[config.mk]
export PLATFORM = sky130hd
export DESIGN_NAME = ppe_cfg_regs
export DESIGN_NICKNAME = d
export VERILOG_FILES = /design/src/piecewise_polynomial_evaluator_top_macros.svh /design/src/ppe_pkg.sv /design/src/ppe_cfg_regs.sv
export SDC_FILE = /design/constraint.sdc
export NUM_CORES = 1
export LEC_CHECK = 0
export ABC_AREA = 0
export BUFFER_PORTS_ARGS = -buffer_cell sky130_fd_sc_hd__buf_2
export CORE_MARGIN = 3
export CORE_UTILIZATION = 46
export DETAILED_ROUTE_END_ITERATION = 8
export GPL_ROUTABILITY_DRIVEN = 0
export PLACE_DENSITY = 0.93
export SYNTH_ARGS = -nofsm -noshare
export SYNTH_HDL_FRONTEND = slang
export SYNTH_SLANG_ARGS = --single-unit
[constraint.sdc]
create_clock -name clk -period 3.55 [get_ports clk]
set_clock_uncertainty 0.05 [all_clocks]
set_input_delay 0.71 -clock clk [delete_from_list [all_inputs] [get_ports clk]]
set_output_delay 0.71 -clock clk [all_outputs]
set_load 0.1 [all_outputs]
[src/piecewise_polynomial_evaluator_top_macros.svh]
// Assertion macros for the piecewise polynomial evaluator.
// Used by ppe_horner and the top level; expects clk and rst_n in scope.
`ifndef PIECEWISE_POLYNOMIAL_EVALUATOR_TOP_MACROS_SVH
`define PIECEWISE_POLYNOMIAL_EVALUATOR_TOP_MACROS_SVH

// condition implies consequence in the same cycle
`define PPE_ASSERT_IMP(label, ante, cons, msg) \
  label: assert property (@(posedge clk) disable iff (!rst_n) (ante) |-> (cons)) \
    else $error(msg);

// condition implies consequence in the next cycle
`define PPE_ASSERT_NEXT(label, ante, cons, msg) \
  label: assert property (@(posedge clk) disable iff (!rst_n) (ante) |=> (cons)) \
    else $error(msg);

`endif

[src/ppe_pkg.sv]
// Shared types and constants of the piecewise polynomial evaluator.
// No dependencies; imported by every module of the block but ppe_ram.
`timescale 1ns / 1ps
`default_nettype none

package ppe_pkg;

  localparam int APB_AW = 4;   // three 32-bit registers at 0x0, 0x4, 0x8
  localparam int XW     = 33;  // argument, holds |x| up to 2^31
  localparam int CW     = 34;  // bound +/- tolerance compares
  localparam int YW     = 48;  // Q32.16 result

  localparam logic signed [YW-1:0] Y_MAX = 48'sh7FFF_FFFF_FFFF;
  localparam logic signed [YW-1:0] Y_MIN = 48'sh8000_0000_0000;
  localparam logic [63:0] POS_LIMIT = 64'h0000_7FFF_FFFF_FFFF;
  localparam logic [63:0] NEG_LIMIT = 64'h0000_8000_0000_0000;

  typedef enum logic {
    OP_EVAL = 1'b0,
    OP_LOAD = 1'b1
  } op_t;

  typedef enum logic [1:0] {
    REG_TOLERANCE = 2'd0,
    REG_USE_ABS   = 2'd1,
    REG_SEG_COUNT = 2'd2
  } reg_idx_t;

  typedef struct packed {
    logic [30:0] tolerance;
    logic        use_absolute;
    logic [4:0]  segment_count;
  } cfg_t;

  typedef struct packed {
    logic               operation;
    logic [3:0]         segment_index;
    logic signed [31:0] seg_lower;
    logic signed [31:0] seg_upper;
    logic signed [31:0] coef_a;
    logic signed [31:0] coef_b;
    logic signed [31:0] coef_c;
    logic signed [31:0] coef_d;
    logic signed [31:0] coef_e;
    logic [1:0]         seg_degree;
    logic signed [31:0] x_value;
  } in_item_t;

  typedef struct packed {
    logic signed [YW-1:0] y_value;
    logic                 out_of_bounds;
    logic [3:0]           segment_used;
  } out_item_t;

  typedef enum logic [2:0] {
    S_IDLE,
    S_CUR_CHK,
    S_SRCH_RD,
    S_SRCH_CHK,
    S_FETCH_RD,
    S_FETCH_WAIT,
    S_EVAL,
    S_DONE
  } top_state_t;

  typedef enum logic [2:0] {
    H_IDLE,
    H_ABS,
    H_MUL_LO,
    H_MUL_HI,
    H_SUM,
    H_SAT,
    H_ADD
  } hrn_state_t;

endpackage

`default_nettype wire

[src/ppe_cfg_regs.sv]
// APB-style configuration registers: tolerance, absolute-value enable, segment count.
// Depends on ppe_pkg.
`timescale 1ns / 1ps
`default_nettype none

module ppe_cfg_regs
  import ppe_pkg::*;
(
  input  wire logic              clk,
  input  wire logic              rst_n,
  input  wire logic              psel,
  input  wire logic              penable,
  input  wire logic              pwrite,
  input  wire logic [APB_AW-1:0] paddr,
  input  wire logic [31:0]       pwdata,
  output logic      [31:0]       prdata,
  output logic                   pready,
  output cfg_t                   cfg
);

  logic [30:0] tol_r, tol_nxt;
  logic        use_abs_r, use_abs_nxt;
  logic [4:0]  seg_cnt_r, seg_cnt_nxt;
  logic        wr_en;

  assign pready = 1'b1;
  assign wr_en  = psel && penable && pwrite;

  always_ff @(posedge clk) begin
    if (!rst_n) begin
      tol_r     <= '0;
      use_abs_r <= 1'b0;
      seg_cnt_r <= 5'd1;
    end else begin
      tol_r     <= tol_nxt;
      use_abs_r <= use_abs_nxt;
      seg_cnt_r <= seg_cnt_nxt;
    end
  end

  always_comb begin
    tol_nxt     = tol_r;
    use_abs_nxt = use_abs_r;
    seg_cnt_nxt = seg_cnt_r;
    prdata      = '0;
    case (paddr[3:2])
      REG_TOLERANCE: begin
        prdata = {1'b0, tol_r};
        if (wr_en) tol_nxt = pwdata[30:0];
      end
      REG_USE_ABS: begin
        prdata = {31'b0, use_abs_r};
        if (wr_en) use_abs_nxt = pwdata[0];
      end
      REG_SEG_COUNT: begin
        prdata = {27'b0, seg_cnt_r};
        if (wr_en) seg_cnt_nxt = pwdata[4:0];
      end
      default: prdata = '0;
    endcase
  end

  assign cfg.tolerance     = tol_r;
  assign cfg.use_absolute  = use_abs_r;
  assign cfg.segment_count = seg_cnt_r;

endmodule

`default_nettype wire

==> summary.md <==
| Metric | Value |
|---|---|
| Outcome | `completed` |
| CTS buffer count | `5` |
| Gr ovfl total | `0` |
| Setup WS post-layout | `0.766 ns` |
| Logic pwr share | `16.7%` |
| Residual DRC | `0` |
| Largest net degree at the start of global routing | `37` |
| Setup TNS | `0 ns` |
| Crit path top cell by count | `buf_2` |
| Post-Layout Cell Count | `351` |
| CP max-delay cell | `buf_2` |
| 1st-pass router iterations | `4` |
| Post-route minimum period | `2.78 ns` |
| Largest area contributor in the netlist | `dfxtp_1` |
| Starting DRT DRC Count | `44` |
| Synth top area share | `41.5%` |
| Detail Placement HPWL | `3000 µm` |
| M2 GR Usage | `31.5%` |
| Clock power frac | `32.2%` |
| Switching power | `0.234 mW` |
| Top_reg_cell synth | `dfxtp_1` |
| Syn. warnings | `0` |
| IO buf count | `105` |
| Pwr Total | `0.829 mW` |
| DIE HEIGHT | `68.3 µm` |
| Reg clk slew, reported paths | `0.07 ns` |
| Chip Width | `68.3 µm` |
| Worst-path cell chain | `buf_2, nor2_2, buf_12, and2_1, buf_2` |
| # diodes | `0` |
| Worst Hold Class | `reg -> reg` |
| Clock Tree Buf Depth | `2` |
| CP delay by family, top | `buffers and inverters` |
| Synth-to-Final Area Change | `33.1%` |
| Unrepaired setup endpoints after global routing | `false` |
| Resized cells post-CTS | `0` |
| MaxCap Viol Count | `0` |
| Startpoint Class | `input port` |
| Initial antenna violation count | `0` |
| Layout Nets | `343` |
| Sequential area share after synthesis | `41.5%` |
| CTS tree | `done` |
| WL final | `3950 µm` |
| CP endpoint kind | `primary output` |
| Synth cell types | `18` |
| Met1 Usage GRT | `18.6%` |
| Starting Density | `48.4%` |
| Syn Inst Count | `205` |
| Setup Viol. Count Final | `0` |
| GR peak layer | `met2` |
| Clock sink count | `37` |
| Die area | `4660 µm²` |
| DRT antenna net count | `0` |
| Post-CTS setup buffer count | `0` |
| Met3 GRT Util | `5.91%` |
| # IOs | `111` |
| Worst path arrival time | `2.02 ns` |
| Pwr/cell area | `349 nW/µm²` |
| # rows | `22` |
| Cts hold-fix bufs | `0` |
| Cell types with the highest counts after synthesis | `nand2_1 (67), mux2i_1 (42), dfxtp_1 (37), and2_1 (26), clkbuf_1 (8)` |
| Sw frac | `28.2%` |
| Netlist Area Pre-Place | `1790 µm²` |
| Post-DR wirelength/cell | `11.2 µm` |
| Number of synthesized flops with an enable pin | `0` |
| Part of the cycle the worst path needs | `78.4%` |
| Share of cells above drive strength 1 | `38.3%` |
| Max rail drop VDD | `0.000274 V` |
| Setup Crit Path Kind | `in -> out` |
| Dpl ws | `0.723 ns` |
| Peak Freq | `359 MHz` |
| Placed cells | `343` |
| Synth top area cells | `dfxtp_1 (41%), mux2i_1 (24%), nand2_1 (14%)` |
| Routed vias/inst | `4.65` |
| Vias | `1631` |
| Global-route wire length before repair | `6040 µm` |
| Asr flop ratio synth | `0%` |
| LEAKAGE | `1.19 nW` |
| Sequential power share | `51.2%` |
| GRT Total Usage | `17.1%` |
| Syn avg cell area | `8.71 µm²` |
| Rel. slew slack | `63.0%` |
| Clock latency on the worst-skew pair | `0.27 ns` |
| Worst Path Required | `2.79 ns` |
| H-tree levels | `2` |
| CP Buf/Inv Count | `3` |
| CP max stage delay | `0.43 ns` |
| Post-synthesis register bit count | `37` |
| Core area | `3690 µm²` |
| Least-Margin Pin Slew | `0.554 ns` |
| Placed cell areas | `2300 µm²` |
| Internal | `0.595 mW` |
| Vias in the first global route | `1396` |
| Final Hold Vio Count | `0` |
| Slew Viols, Final | `0` |
| Final Cell Area | `2380 µm²` |
| Synthesized net count | `246` |
| Crit Path Max Fanout | `17` |
| Most common cell in the netlist | `nand2_1` |
| CTS root buffer | `clkbuf_8` |
-- through the flow --
| step | hold slack, ns | util (%) |
|---|---|---|
| 6_report | 0.417 | 64.5 |
| 5_1_grt | 0.440 | 64.5 |
| 4_1_cts | 0.420 | 64.5 |
| 3_5_place_dp | 0.409 | 62.3 |
| 3_3_place_gp | 0.400 | 62.3 |
| 2_1_floorplan | 0.398 | - |
-- worst reg2reg max path, delay by kind of cell (launching register included) --
kind,cells,cell delay (ns)
flops,1,0.35
simple gates,1,0.07
mux,1,0.14
-- final timing paths --
path | startpoint | end | slack, ns | cells after the start
setup reg to reg | seg_cnt_r[1] | seg_cnt_r[1] | 2.87 | 2
setup / recovery | paddr[3] | prdata[5] | 0.77 | 5
hold reg to reg | tol_r[11] | tol_r[11] | 0.42 | 2
hold / removal | tol_r[11] | tol_r[11] | 0.42 | 2
-- state kept, by name (all words and copies together) (netlist names) --
register and count:
tol_r 31, use_abs_r 1, seg_cnt_r 5
-- final cells by class --
cell class	count	area, µm²
fill	326	1310
multi-input combinational	150	936
sequential	37	741
timing repair buffer	108	561
clock buffer	8	80.1
tap	48	60.1
-- routing by layer --
layer	part of all wire, %	wire, µm	vias to the layer above
met3	8.6	341	2
met2	52	2050	63
met5	0	0	-
met1	39	1540	729
li1	-	-	837
met4	0.33	13	0
-- cell usage in the layout (no fill, tap or decap), drive strengths merged, types with 2 or more instances in the layout --
cell	n
nor2b	2
conb	2
nand2	67
buf	108
nor3b	2
mux2i	42
and2	26
dfxtp	37
nor2	5
clkbuf	8
-- power groups by stage --
| stage | Clock (mW) | Sequential [mW] | Combinational, mW |
|---|---|---|---|
| after floorplan | 0 | 0.471 | 0.0704 |
| after global placement | 0 | 0.433 | 0.137 |
| after detailed placement | 0 | 0.433 | 0.140 |
| after CTS | 0.278 | 0.424 | 0.140 |
| after global routing | 0.292 | 0.425 | 0.150 |
| final | 0.267 | 0.424 | 0.138 |
-- kinds of logic (layout without fill, tap and decap cells) --
kind of cell           Yosys count  count (layout)  synth area share (%)
AO/OA/AOI/OAI                    1               1                 0.280
buffers and inverters           18             116                  6.10
AND/OR/NAND/NOR                105             105                  28.2
multiplexers                    42              42                  23.5
other                            2               2                 0.421
flip-flops                      37              37                  41.5
No activity file was read; power rests on OpenSTA's default activity.
