[src/piecewise_polynomial_evaluator_top_macros.svh]
// Assertion macros for the piecewise polynomial evaluator.
// Used by ppe_horner and the top level; expects clk and rst_n in scope.
`ifndef PIECEWISE_POLYNOMIAL_EVALUATOR_TOP_MACROS_SVH
`define PIECEWISE_POLYNOMIAL_EVALUATOR_TOP_MACROS_SVH

// condition implies consequence in the same cycle
`define PPE_ASSERT_IMP(label, ante, cons, msg) \
  label: assert property (@(posedge clk) disable iff (!rst_n) (ante) |-> (cons)) \
    else $error(msg);

// condition implies consequence in the next cycle
`define PPE_ASSERT_NEXT(label, ante, cons, msg) \
  label: assert property (@(posedge clk) disable iff (!rst_n) (ante) |=> (cons)) \
    else $error(msg);

`endif

[src/ppe_ram.sv]
// Generic single-write, single-read RAM with registered read data.
// No dependencies.
`timescale 1ns / 1ps
`default_nettype none

module ppe_ram #(
  parameter int WIDTH = 8,
  parameter int DEPTH = 16
) (
  input  wire logic                    clk,
  input  wire logic                    we,
  input  wire logic [((DEPTH > 1) ? $clog2(DEPTH) : 1)-1:0] waddr,
  input  wire logic [WIDTH-1:0]        wdata,
  input  wire logic [((DEPTH > 1) ? $clog2(DEPTH) : 1)-1:0] raddr,
  output logic      [WIDTH-1:0]        rdata
);

  logic [WIDTH-1:0] mem_r [DEPTH];
  logic [WIDTH-1:0] rdata_r;

  always_ff @(posedge clk) begin
    if (we) begin
      mem_r[waddr] <= wdata;
    end
    rdata_r <= mem_r[raddr];
  end

  assign rdata = rdata_r;

endmodule

`default_nettype wire

[config.mk]
export PLATFORM = sky130hd
export DESIGN_NAME = ppe_ram
export DESIGN_NICKNAME = d
export VERILOG_FILES = /design/src/piecewise_polynomial_evaluator_top_macros.svh /design/src/ppe_ram.sv
export SDC_FILE = /design/constraint.sdc
export NUM_CORES = 1
export LEC_CHECK = 0
export BUFFER_PORTS_ARGS = -buffer_cell sky130_fd_sc_hd__clkbuf_2
export CAP_MARGIN = 20
export CORE_ASPECT_RATIO = 1.1
export CORE_MARGIN = 2
export CORE_UTILIZATION = 40
export DETAILED_ROUTE_END_ITERATION = 10
export PLACE_DENSITY_LB_ADDON = 0.1
export RECOVER_POWER = 50
export SLEW_MARGIN = 30
export SYNTH_ARGS = -nofsm -noshare
export SYNTH_HDL_FRONTEND = slang
export SYNTH_SLANG_ARGS = --single-unit
[constraint.sdc]
create_clock -name clk -period 4.8 [get_ports clk]
set_input_delay 0.24 -clock clk [delete_from_list [all_inputs] [get_ports clk]]
set_output_delay 0.24 -clock clk [all_outputs]
set_load 0.01 [all_outputs]
==> impl_metrics.prom <==
# TYPE chip_impl_metric gauge
chip_impl_metric{name="synth.cell_area",unit="sq um"} 5147
chip_impl_metric{name="final_util",unit="%"} 47.74
chip_impl_metric{name="post_detailed_route_drc_marker_count",unit=""} 0
chip_impl_metric{name="path_max_fanout",unit=""} 20
chip_impl_info{name="crit-reg2reg-launch",value="mem_r[2][3]$_DFFE_PP_"} 1
chip_impl_metric{name="setup_total_negative_slack",unit="ns"} 0
chip_impl_metric{name="slew_headroom",unit="%"} 36.26
chip_impl_metric{name="ant_nets",unit=""} 0
chip_impl_metric{name="clk_transition_reported_paths",unit="ns"} 0.06
chip_impl_metric{name="initial_core_util",unit="%"} 40.89
chip_impl_metric{name="gp_routability_congestion",unit=""} 0.7179
chip_impl_metric{name="cts_setup_buffers",unit=""} 0
chip_impl_info{name="hold_path_class",value="input port to register"} 1
chip_impl_metric{name="post_synth.cell_area_avg",unit="sq um"} 22.48
chip_impl_metric{name="drive_above_1_share",unit="%"} 25.98
chip_impl_metric{name="synthCells",unit=""} 229
chip_impl_metric{name="fin_total_pwr",unit="mW"} 2.758
chip_impl_metric{name="finalHoldViolCount",unit=""} 0
chip_impl_metric{name="power.leakage",unit="nW"} 1.975
chip_impl_info{name="rsz0062_at_grt",value="false"} 1
chip_impl_info{name="path_type_of_the_worst_setup_path",value="input port to register"} 1
chip_impl_metric{name="port-buffer-count",unit=""} 25
chip_impl_metric{name="area_growth",unit="%"} 16.77
chip_impl_metric{name="tritoncts.num_buffers",unit=""} 17
chip_impl_metric{name="firstDrtPassIters",unit=""} 4
chip_impl_metric{name="yosysWarningCount",unit=""} 0
chip_impl_metric{name="period_needed",unit="ns"} 1.862
chip_impl_metric{name="antenna_violations_before_repair",unit=""} 0
chip_impl_info{name="worst_setup_path_start_kind",value="input port"} 1
chip_impl_metric{name="clock_path_buffers",unit=""} 2
chip_impl_info{name="critPathCaptureType",value="register"} 1
chip_impl_metric{name="grt.total_usage",unit="%"} 15.90
chip_impl_metric{name="dr.first_iter.drc_count",unit=""} 138
chip_impl_metric{name="finalSetupViolCount",unit=""} 0
chip_impl_info{name="worst_setup_sp",value="raddr[0]"} 1
chip_impl_metric{name="seqCellArea",unit="sq um"} 4004
chip_impl_metric{name="met3_wirelength",unit="microns"} 365
chip_impl_metric{name="worst_margin_slew",unit="ns"} 0.9526
chip_impl_metric{name="std_cell_rows",unit=""} 43
chip_impl_metric{name="worst_ep_required_time",unit="ns"} 5.08
chip_impl_metric{name="cts_hold_buf",unit=""} 0
chip_impl_metric{name="total_number_of_vias",unit=""} 2363
chip_impl_metric{name="layout.nets",unit=""} 286
chip_impl_metric{name="wl_per_cell",unit="microns"} 23.00
chip_impl_info{name="r2r_end",value="rdata[3]$_DFF_P_"} 1
chip_impl_metric{name="wirelength_met1",unit="mm"} 4.635
chip_impl_metric{name="n_fill_cell",unit=""} 1076
chip_impl_metric{name="dp.final_hpwl",unit="mm"} 6.283
chip_impl_metric{name="synth_fp_nets",unit=""} 247
chip_impl_metric{name="cp.arrival",unit="ns"} 2.14
chip_impl_metric{name="die-area",unit="sq um"} 13790
chip_impl_metric{name="post_synth_num_cell_types",unit=""} 19
chip_impl_metric{name="vdd.ir_drop.worst",unit="mV"} 0.2128
chip_impl_metric{name="io_pins",unit=""} 26
chip_impl_metric{name="postRouteWirelength",unit="mm"} 10.07
chip_impl_metric{name="dr_wl_met2",unit="mm"} 4.950
chip_impl_info{name="tritoncts",value="done"} 1
chip_impl_metric{name="timing.clock.skew",unit="ns"} 0.007563
chip_impl_metric{name="fmax",unit="GHz"} 0.5371
chip_impl_metric{name="maxSlewViolCount",unit=""} 0
chip_impl_info{name="top_layer_used",value="met4"} 1
chip_impl_metric{name="via_count_of_the_first_global_routing_pass",unit=""} 2472
chip_impl_metric{name="diodes_inserted",unit=""} 0
chip_impl_metric{name="cts.sinks",unit=""} 136
chip_impl_metric{name="maxCapViolCount",unit=""} 0
chip_impl_metric{name="worst-r2r-cell-count",unit=""} 3
chip_impl_metric{name="grt_overflow",unit=""} 0
chip_impl_info{name="outcome",value="complete, no violations"} 1
chip_impl_metric{name="htreeDepth",unit=""} 4
chip_impl_metric{name="min_period_over_period",unit="%"} 38.79
chip_impl_info{name="clk_root_buffer_cell",value="sky130_fd_sc_hd__clkbuf_16"} 1
chip_impl_metric{name="grt_max_degree",unit=""} 33
chip_impl_metric{name="fp.dieW",unit="microns"} 112.2
chip_impl_metric{name="grt_first_pass_wirelength",unit="mm"} 15.28
chip_impl_info{name="setup.worst_path.end",value="rdata[3]$_DFF_P_"} 1
chip_impl_metric{name="clkLatencyLatePin",unit="ns"} 0.41
chip_impl_metric{name="postCtsResizedCells",unit=""} 0
chip_impl_metric{name="synth-seq-area-share",unit="%"} 77.78
chip_impl_metric{name="multi_input_comb_area",unit="sq um"} 1067
chip_impl_metric{name="synth-seq-cells",unit=""} 136
chip_impl_metric{name="height_of_the_die",unit="microns"} 123.0
chip_impl_metric{name="detail_route.vias_per_cell",unit=""} 5.395
chip_impl_metric{name="power-per-cell-area",unit="nW/um^2"} 458.8
chip_impl_metric{name="ff2ff_setup_slack",unit="ns"} 3.39
chip_impl_metric{name="design.core.area",unit="sq um"} 12590
-- layer usage --
metal	vias up	GRT usage, %
li1	1054	-
met1	1247	21.04
met2	51	25.38
met3	11	4.853
met4	0	5.488
met5	-	0
-- cells by family (layout without fill, tap and decap cells) --
kind of cell / after synthesis / after routing / share of synthesized area (%)
compound gates: 16 / 16 / 2.334
buf+inv: 10 / 62 / 1.677
flops: 136 / 136 / 77.78
simple gates: 35 / 35 / 3.184
mux: 32 / 32 / 15.02
-- critical path, stage by stage --
cell and delay, ns:
sky130_fd_sc_hd__clkbuf_2 0.39, sky130_fd_sc_hd__buf_4 0.45, sky130_fd_sc_hd__mux4_1 0.60, sky130_fd_sc_hd__a22oi_1 0.30
sky130_fd_sc_hd__nand2_1 0.12
-- Yosys cell counts --
library cell / count / share of area [%]
sky130_fd_sc_hd__or3b_2: 1 / 0.17
sky130_fd_sc_hd__clkdlybuf4s25_2: 3 / 0.58
sky130_fd_sc_hd__nor2b_1: 1 / 0.12
sky130_fd_sc_hd__nand2b_1: 2 / 0.24
sky130_fd_sc_hd__nor3_1: 4 / 0.39
sky130_fd_sc_hd__and2_1: 1 / 0.12
sky130_fd_sc_hd__buf_6: 3 / 0.66
sky130_fd_sc_hd__and2b_1: 1 / 0.15
sky130_fd_sc_hd__mux4_2: 18 / 7.9
sky130_fd_sc_hd__edfxtp_1: 128 / 75
sky130_fd_sc_hd__buf_4: 1 / 0.15
sky130_fd_sc_hd__buf_2: 3 / 0.29
sky130_fd_sc_hd__nand3_1: 1 / 0.097
sky130_fd_sc_hd__nand2_1: 9 / 0.66
sky130_fd_sc_hd__dfxtp_1: 8 / 3.1
sky130_fd_sc_hd__nor2_1: 13 / 0.95
sky130_fd_sc_hd__a22oi_1: 16 / 2.3
sky130_fd_sc_hd__nand3b_1: 2 / 0.29
sky130_fd_sc_hd__mux4_1: 14 / 7.1
-- worst min path at each step --
stage                           from               endpoint  slack (ns)  cells after the start
finish                      waddr[0]  mem_r[0][1]$_DFFE_PP_        0.30                      2
global route                waddr[1]  mem_r[0][1]$_DFFE_PP_        0.32                      2
CTS                         wdata[0]  mem_r[5][0]$_DFFE_PP_        0.26                      1
detailed placement  rdata[5]$_DFF_P_               rdata[5]        0.63                      1
global placement    rdata[2]$_DFF_P_               rdata[2]        0.63                      1
floorplan                   wdata[0]  mem_r[0][0]$_DFFE_PP_        0.34                      0
-- layout make-up --
| class | instances | area share, % |
|---|---|---|
| Sequential cell | 136 | 66.61 |
| Multi-Input combinational cell | 83 | 17.76 |
| Clock buffer | 19 | 7.369 |
| Tap cell | 157 | 3.268 |
| Clock inverter | 13 | 2.540 |
| Timing Repair Buffer | 30 | 2.456 |
-- layout by cell type, fill, tap and decap left out, drive strengths merged, types with 2 or more instances in the layout --
cell type / synthesis / final
edfxtp: 128 / 128
clkbuf: 0 / 45
mux4: 32 / 32
a22oi: 16 / 16
nor2: 13 / 13
nand2: 9 / 9
dfxtp: 8 / 8
clkinv: 0 / 5
nor3: 4 / 4
clkinvlp: 0 / 4
buf: 7 / 4
bufinv: 0 / 3
nand3b: 2 / 2
nand2b: 2 / 2
-- through the flow --
| stage | area [sq um] | hold slack (ns) | instances | setup slack, ns |
|---|---|---|---|---|
| floorplan | 5147 | 0.3389 | 229 | 3.067 |
| CTS | 6021 | 0.2605 | 438 | 2.912 |
| detailed placement | 5425 | 0.6284 | 406 | 2.483 |
| finish | 6011 | 0.3010 | 438 | 2.938 |
| global route | 6011 | 0.3217 | 438 | 2.809 |
| global placement | 5420 | 0.6283 | 406 | 2.451 |
-- flip-flops by register name, indices dropped and copies added, names as in the netlist --
| register | flops |
|---|---|
| mem_r | 128 |
| rdata | 8 |
-- power by group --
part	internal [mW]	switching (mW)
Sequential	1.33	0.00747
Clock	0.825	0.478
Combinational	0.0471	0.0712
Total	2.20	0.557
Note: power is estimated with default switching activity, not from simulation.
