File: src/piecewise_polynomial_evaluator_top_macros.svh
// Assertion macros for the piecewise polynomial evaluator.
// Used by ppe_horner and the top level; expects clk and rst_n in scope.
`ifndef PIECEWISE_POLYNOMIAL_EVALUATOR_TOP_MACROS_SVH
`define PIECEWISE_POLYNOMIAL_EVALUATOR_TOP_MACROS_SVH

// condition implies consequence in the same cycle
`define PPE_ASSERT_IMP(label, ante, cons, msg) \
  label: assert property (@(posedge clk) disable iff (!rst_n) (ante) |-> (cons)) \
    else $error(msg);

// condition implies consequence in the next cycle
`define PPE_ASSERT_NEXT(label, ante, cons, msg) \
  label: assert property (@(posedge clk) disable iff (!rst_n) (ante) |=> (cons)) \
    else $error(msg);

`endif

File: src/ppe_pkg.sv
// Shared types and constants of the piecewise polynomial evaluator.
// No dependencies; imported by every module of the block but ppe_ram.
`timescale 1ns / 1ps
`default_nettype none

package ppe_pkg;

  localparam int APB_AW = 4;   // three 32-bit registers at 0x0, 0x4, 0x8
  localparam int XW     = 33;  // argument, holds |x| up to 2^31
  localparam int CW     = 34;  // bound +/- tolerance compares
  localparam int YW     = 48;  // Q32.16 result

  localparam logic signed [YW-1:0] Y_MAX = 48'sh7FFF_FFFF_FFFF;
  localparam logic signed [YW-1:0] Y_MIN = 48'sh8000_0000_0000;
  localparam logic [63:0] POS_LIMIT = 64'h0000_7FFF_FFFF_FFFF;
  localparam logic [63:0] NEG_LIMIT = 64'h0000_8000_0000_0000;

  typedef enum logic {
    OP_EVAL = 1'b0,
    OP_LOAD = 1'b1
  } op_t;

  typedef enum logic [1:0] {
    REG_TOLERANCE = 2'd0,
    REG_USE_ABS   = 2'd1,
    REG_SEG_COUNT = 2'd2
  } reg_idx_t;

  typedef struct packed {
    logic [30:0] tolerance;
    logic        use_absolute;
    logic [4:0]  segment_count;
  } cfg_t;

  typedef struct packed {
    logic               operation;
    logic [3:0]         segment_index;
    logic signed [31:0] seg_lower;
    logic signed [31:0] seg_upper;
    logic signed [31:0] coef_a;
    logic signed [31:0] coef_b;
    logic signed [31:0] coef_c;
    logic signed [31:0] coef_d;
    logic signed [31:0] coef_e;
    logic [1:0]         seg_degree;
    logic signed [31:0] x_value;
  } in_item_t;

  typedef struct packed {
    logic signed [YW-1:0] y_value;
    logic                 out_of_bounds;
    logic [3:0]           segment_used;
  } out_item_t;

  typedef enum logic [2:0] {
    S_IDLE,
    S_CUR_CHK,
    S_SRCH_RD,
    S_SRCH_CHK,
    S_FETCH_RD,
    S_FETCH_WAIT,
    S_EVAL,
    S_DONE
  } top_state_t;

  typedef enum logic [2:0] {
    H_IDLE,
    H_ABS,
    H_MUL_LO,
    H_MUL_HI,
    H_SUM,
    H_SAT,
    H_ADD
  } hrn_state_t;

endpackage

`default_nettype wire

File: src/ppe_horner.sv
// Shared Horner unit: one 24x32 multiplier reused over six steps per coefficient.
// Depends on ppe_pkg and the assertion macro header.
`timescale 1ns / 1ps
`default_nettype none
`include "piecewise_polynomial_evaluator_top_macros.svh"

module ppe_horner
  import ppe_pkg::*;
#(
  parameter int IN_W = 32
) (
  input  wire logic                   clk,
  input  wire logic                   rst_n,
  input  wire logic                   start,
  input  wire logic signed [XW-1:0]   x_val,
  input  wire logic [1:0]             degree,
  input  wire logic signed [IN_W-1:0] coef [5],
  output logic                        done,
  output logic signed [YW-1:0]        y_val
);

  hrn_state_t state_r, state_nxt;
  logic       done_r, done_nxt;

  logic signed [YW-1:0] acc_r, acc_nxt;
  logic [YW-1:0]        mag_r, mag_nxt;
  logic [31:0]          mx_r, mx_nxt;
  logic                 xneg_r, xneg_nxt;
  logic [55:0]          prod_r, prod_nxt;
  logic [63:0]          m_r, m_nxt;
  logic signed [YW-1:0] q_r, q_nxt;
  logic [2:0]           k_r, k_nxt;
  logic [1:0]           deg_r, deg_nxt;

  logic [23:0]          mul_a;
  logic [55:0]          prod;
  logic                 neg;
  logic signed [YW:0]   sum;
  logic signed [IN_W-1:0] coef_k;

  always_ff @(posedge clk) begin
    if (!rst_n) begin
      state_r <= H_IDLE;
      done_r  <= 1'b0;
    end else begin
      state_r <= state_nxt;
      done_r  <= done_nxt;
    end
  end

  always_ff @(posedge clk) begin
    acc_r  <= acc_nxt;
    mag_r  <= mag_nxt;
    mx_r   <= mx_nxt;
    xneg_r <= xneg_nxt;
    prod_r <= prod_nxt;
    m_r    <= m_nxt;
    q_r    <= q_nxt;
    k_r    <= k_nxt;
    deg_r  <= deg_nxt;
  end

  // the shared multiplier: low then high 24 bits of |acc| times |x|
  assign mul_a  = (state_r == H_MUL_HI) ? mag_r[47:24] : mag_r[23:0];
  assign prod   = 56'(mul_a) * 56'(mx_r);
  assign neg    = acc_r[YW-1] ^ xneg_r;
  assign coef_k = coef[k_r];
  assign sum    = (YW+1)'(q_r) + (YW+1)'(coef_k);

  always_comb begin
    state_nxt = state_r;
    done_nxt  = 1'b0;
    acc_nxt   = acc_r;
    mag_nxt   = mag_r;
    mx_nxt    = mx_r;
    xneg_nxt  = xneg_r;
    prod_nxt  = prod_r;
    m_nxt     = m_r;
    q_nxt     = q_r;
    k_nxt     = k_r;
    deg_nxt   = deg_r;
    case (state_r)
      H_IDLE: begin
        if (start) begin
          acc_nxt   = YW'(coef[0]);
          mx_nxt    = x_val[XW-1] ? 32'(-x_val) : x_val[31:0];
          xneg_nxt  = x_val[XW-1];
          k_nxt     = 3'd1;
          deg_nxt   = degree;
          state_nxt = H_ABS;
        end
      end
      H_ABS: begin
        mag_nxt   = acc_r[YW-1] ? YW'(-acc_r) : acc_r;
        state_nxt = H_MUL_LO;
      end
      H_MUL_LO: begin
        prod_nxt  = prod;
        state_nxt = H_MUL_HI;
      end
      H_MUL_HI: begin
        m_nxt     = 64'(prod_r >> 16);
        prod_nxt  = prod;
        state_nxt = H_SUM;
      end
      H_SUM: begin
        m_nxt     = m_r + {prod_r, 8'b0};
        state_nxt = H_SAT;
      end
      H_SAT: begin
        if (!neg) begin
          q_nxt = (m_r > POS_LIMIT) ? Y_MAX : m_r[YW-1:0];
        end else begin
          q_nxt = (m_r > NEG_LIMIT) ? Y_MIN : YW'(-m_r[YW-1:0]);
        end
        state_nxt = H_ADD;
      end
      H_ADD: begin
        if (sum > (YW+1)'(Y_MAX)) begin
          acc_nxt = Y_MAX;
        end else if (sum < (YW+1)'(Y_MIN)) begin
          acc_nxt = Y_MIN;
        end else begin
          acc_nxt = sum[YW-1:0];
        end
        if (k_r == 3'(deg_r) + 3'd1) begin
          done_nxt  = 1'b1;
          state_nxt = H_IDLE;
        end else begin
          k_nxt     = k_r + 3'd1;
          state_nxt = H_ABS;
        end
      end
      default: state_nxt = H_IDLE;
    endcase
  end

  assign done  = done_r;
  assign y_val = acc_r;

  `PPE_ASSERT_NEXT(a_done_pulse, done_r, !done_r, "horner done held over two cycles")
  `PPE_ASSERT_IMP(a_start_idle, start, state_r == H_IDLE, "horner started while busy")
  `PPE_ASSERT_IMP(a_step_range, state_r != H_IDLE,
                  (k_r != 3'd0) && (k_r <= 3'(deg_r) + 3'd1),
                  "horner coefficient step out of range")

endmodule

`default_nettype wire

File: config.mk
export PLATFORM = sky130hd
export DESIGN_NAME = ppe_horner
export DESIGN_NICKNAME = d
export VERILOG_FILES = /design/src/ppe_pkg.sv /design/src/ppe_horner.sv
export VERILOG_INCLUDE_DIRS = /design/src /design/src/src
export SDC_FILE = /design/constraint.sdc
export NUM_CORES = 2
export LEC_CHECK = 0
export BUFFER_PORTS_ARGS = -buffer_cell sky130_fd_sc_hd__buf_2
export CORE_AREA = 2 2 250 314
export CTS_CLUSTER_SIZE = 10
export DETAILED_ROUTE_END_ITERATION = 6
export DIE_AREA = 0 0 252 316
export PLACE_DENSITY = 0.78
export SLEW_MARGIN = 20
export SYNTH_ARGS = -nofsm -noshare
export SYNTH_HDL_FRONTEND = slang
export SYNTH_SLANG_ARGS = --single-unit
File: constraint.sdc
create_clock -name clk -period 21.5 [get_ports clk]
set_input_delay 4.3 -clock clk [delete_from_list [all_inputs] [get_ports clk]]
set_output_delay 4.3 -clock clk [all_outputs]
set_load 0.005 [all_outputs]
==> impl_metrics.json <==
{
  "drv_slew": 0,
  "num_vias": 37500,
  "synth-edff-count": 302,
  "chipWidth_um": 252,
  "synthFlopType": "edfxtp_1",
  "status": "completed",
  "drive_above_1_share_pct": 8.351,
  "syn-cell-area_mm2": 0.04556,
  "fin_tns_setup_ps": 0,
  "dpl.hpwl_mm": 106.2,
  "fin_worst_skew_ps": 26.34,
  "drc": 0,
  "grt_setup_unrepaired": "no",
  "crit_path_max_incr_delay_ps": 670,
  "portBuffers": 246,
  "yosysUniqueCellTypes": 79,
  "grt_max_degree": 97,
  "fin_crit_sh_pct": 45.52,
  "multi_input_area_mm2": 0.03272,
  "fillers": 6259,
  "synth_area_per_cell_um2": 9.192,
  "fin_crit_ps": 9786,
  "ys_ff_latch": 306,
  "drt_wl_total_mm": 139.4,
  "drtIter0Drc": 3017,
  "finalSetupViolCount": 0,
  "syn_inst": 4956,
  "cp_slowest_cell": "nand2_2",
  "cp.arrival_ps": 10090,
  "drtPass1Iterations": 6,
  "hold_buffers": 0,
  "worstPathMaxFanout": 58,
  "final_cell_mix": "741 x inv_1, 660 x fa_1, 625 x nand2_1, 342 x and2_1, 302 x edfxtp_1",
  "maxCapViolCount": 0,
  "startpoint_type": "flop",
  "htreeDepth": 2,
  "coreArea_mm2": 0.07674,
  "max_slew_margin_pct": 20.07,
  "cts_tree": "built",
  "grt_util_all_layers_pct": 35.41,
  "path_common_cell": "fa_1",
  "gr-total-overflow": 0,
  "final_core_util_pct": 63.66,
  "initial_core_util_pct": 59.37,
  "place_congestion": 1.015,
  "sequential_cell_area_mm2": 0.009149,
  "async_flop_share_pct": 0,
  "worst-setup-path-type": "reg -> reg",
  "path_buf_inv": 6,
  "chipHeight_um": 316,
  "cp_data_required_time_ps": 21800,
  "cts_resized": 0,
  "tightest_slew_ps": 1199,
  "layout_commonest_cell": "inv_1",
  "synth_fp_nets": 6104,
  "ios": 247,
  "yosysSeqAreaShare_pct": 20.08,
  "yosysWarnings": 0,
  "clkSinkCount": 306,
  "fin_nets": 6207,
  "grt_pass1_wl_mm": 214.7,
  "area_growth_pct": 7.240,
  "routedWlPerCell_um": 22.98,
  "clock-root-buffer": "clkbuf_16",
  "die_area_mm2": 0.07963,
  "finalHoldViolations": 0,
  "antenna_found_initial": 6,
  "viasPerCell": 6.183,
  "hold_path.class": "reg -> reg",
  "critPathTopFamily": "adder cells",
  "rows": 114,
  "cts_setup_buffers": 0,
  "clk_latency_ps": 580,
  "cp-end-kind": "flop",
  "final_antenna_net_count": 0,
  "cts_buffer_depth": 3,
  "grt_pass1_vias": 38980,
  "fmax_ghz": 0.1022,
  "path_clk_slew_ps": 60,
  "cts_made_buffers": 39
}
-- worst reg2reg max path, delay by kind of cell, from the launching register on --
family                   cells  cell delay, ps
AO/OA/AOI/OAI                6            1770
adder cells (fa/ha/maj)      8            4160
buffers and inverters        6            1160
flip-flops                   1             480
AND/OR/NAND/NOR              9            1950
-- state kept, by name, indices dropped and copies added, names as in the netlist, 2 cells and up --
signal,flops
prod_r,56
mag_r,48
state_r,3
y_val,48
mx_r,32
deg_r,2
m_r,64
k_r,3
q_r,48
-- path summary, 6_finish.rpt --
check | depth (start not counted) | slack, ps | end | from
max | 29 | 11710 | prod_r[54]$_DFFE_PP_ | state_r[1]$_SDFFE_PN0P_
min | 1 | 590 | state_r[0]$_SDFFE_PN0P_ | state_r[1]$_SDFFE_PN0P_
max reg2reg | 29 | 11710 | prod_r[54]$_DFFE_PP_ | state_r[1]$_SDFFE_PN0P_
min reg2reg | 1 | 590 | state_r[0]$_SDFFE_PN0P_ | state_r[1]$_SDFFE_PN0P_
-- cell type report --
class	count	area share, %
inverters	742	5.701
clock inverters	9	0.2305
flip-flops and latches	306	18.73
clock buffers	50	2.185
well taps	986	2.525
repair buffers	319	3.642
multi-input cells	3651	66.98
diodes	2	0.01024
-- cell families (layout without fill, tap and decap cells) --
| family | count (synthesis) | after routing | share of synthesized area [%] |
|---|---|---|---|
| AO/OA/AOI/OAI | 841 | 841 | 11.77 |
| XOR/XNOR | 215 | 215 | 4.133 |
| adder cells (fa/ha/maj) | 957 | 957 | 37.12 |
| buffers and inverters | 999 | 1120 | 8.303 |
| flip-flops | 306 | 306 | 20.08 |
| multiplexers | 72 | 72 | 1.590 |
| other | 0 | 2 | 0 |
| AND/OR/NAND/NOR | 1566 | 1566 | 17.00 |
-- per-layer routing --
metal / vias up / track usage (%) / share of wire [%]
li1: 16340 / - / -
met1: 18320 / 38.29 / 33
met2: 2128 / 60.39 / 48
met3: 707 / 7.574 / 9.2
met4: 4 / 28.20 / 9.6
met5: - / 0 / 0.012
-- through the flow --
step           hold slack (ps)  worst slack [ps]  instance area (µm²)  std cells
2_1_floorplan            491.1              9731                45560       4956
3_3_place_gp             569.6             11730                47650       6004
3_5_place_dp             584.1             11540                47650       6004
4_1_cts                  582.6             11490                48830       6063
5_1_grt                  636.0             11050                48850       6063
6_report                 592.3             11710                48850       6065
-- synthesized netlist by cell type, types with 69 or more instances --
library cell	number	area, µm²
clkbuf_1	240	900.9
nor2_1	189	709.4
fa_1	660	13210
a21o_1	111	833.3
xnor2_1	162	1419
inv_1	741	2781
a21oi_1	213	1066
o21ai_0	198	991.0
edfxtp_1	302	9069
ha_1	290	3628
nor2b_1	110	688.2
nand2_1	632	2372
mux2i_1	69	690.7
and2_1	343	2146
Power is left out: the tool's default activity adds up to more than one toggle a clock period on the data nets, which glitch-free logic cannot reach.
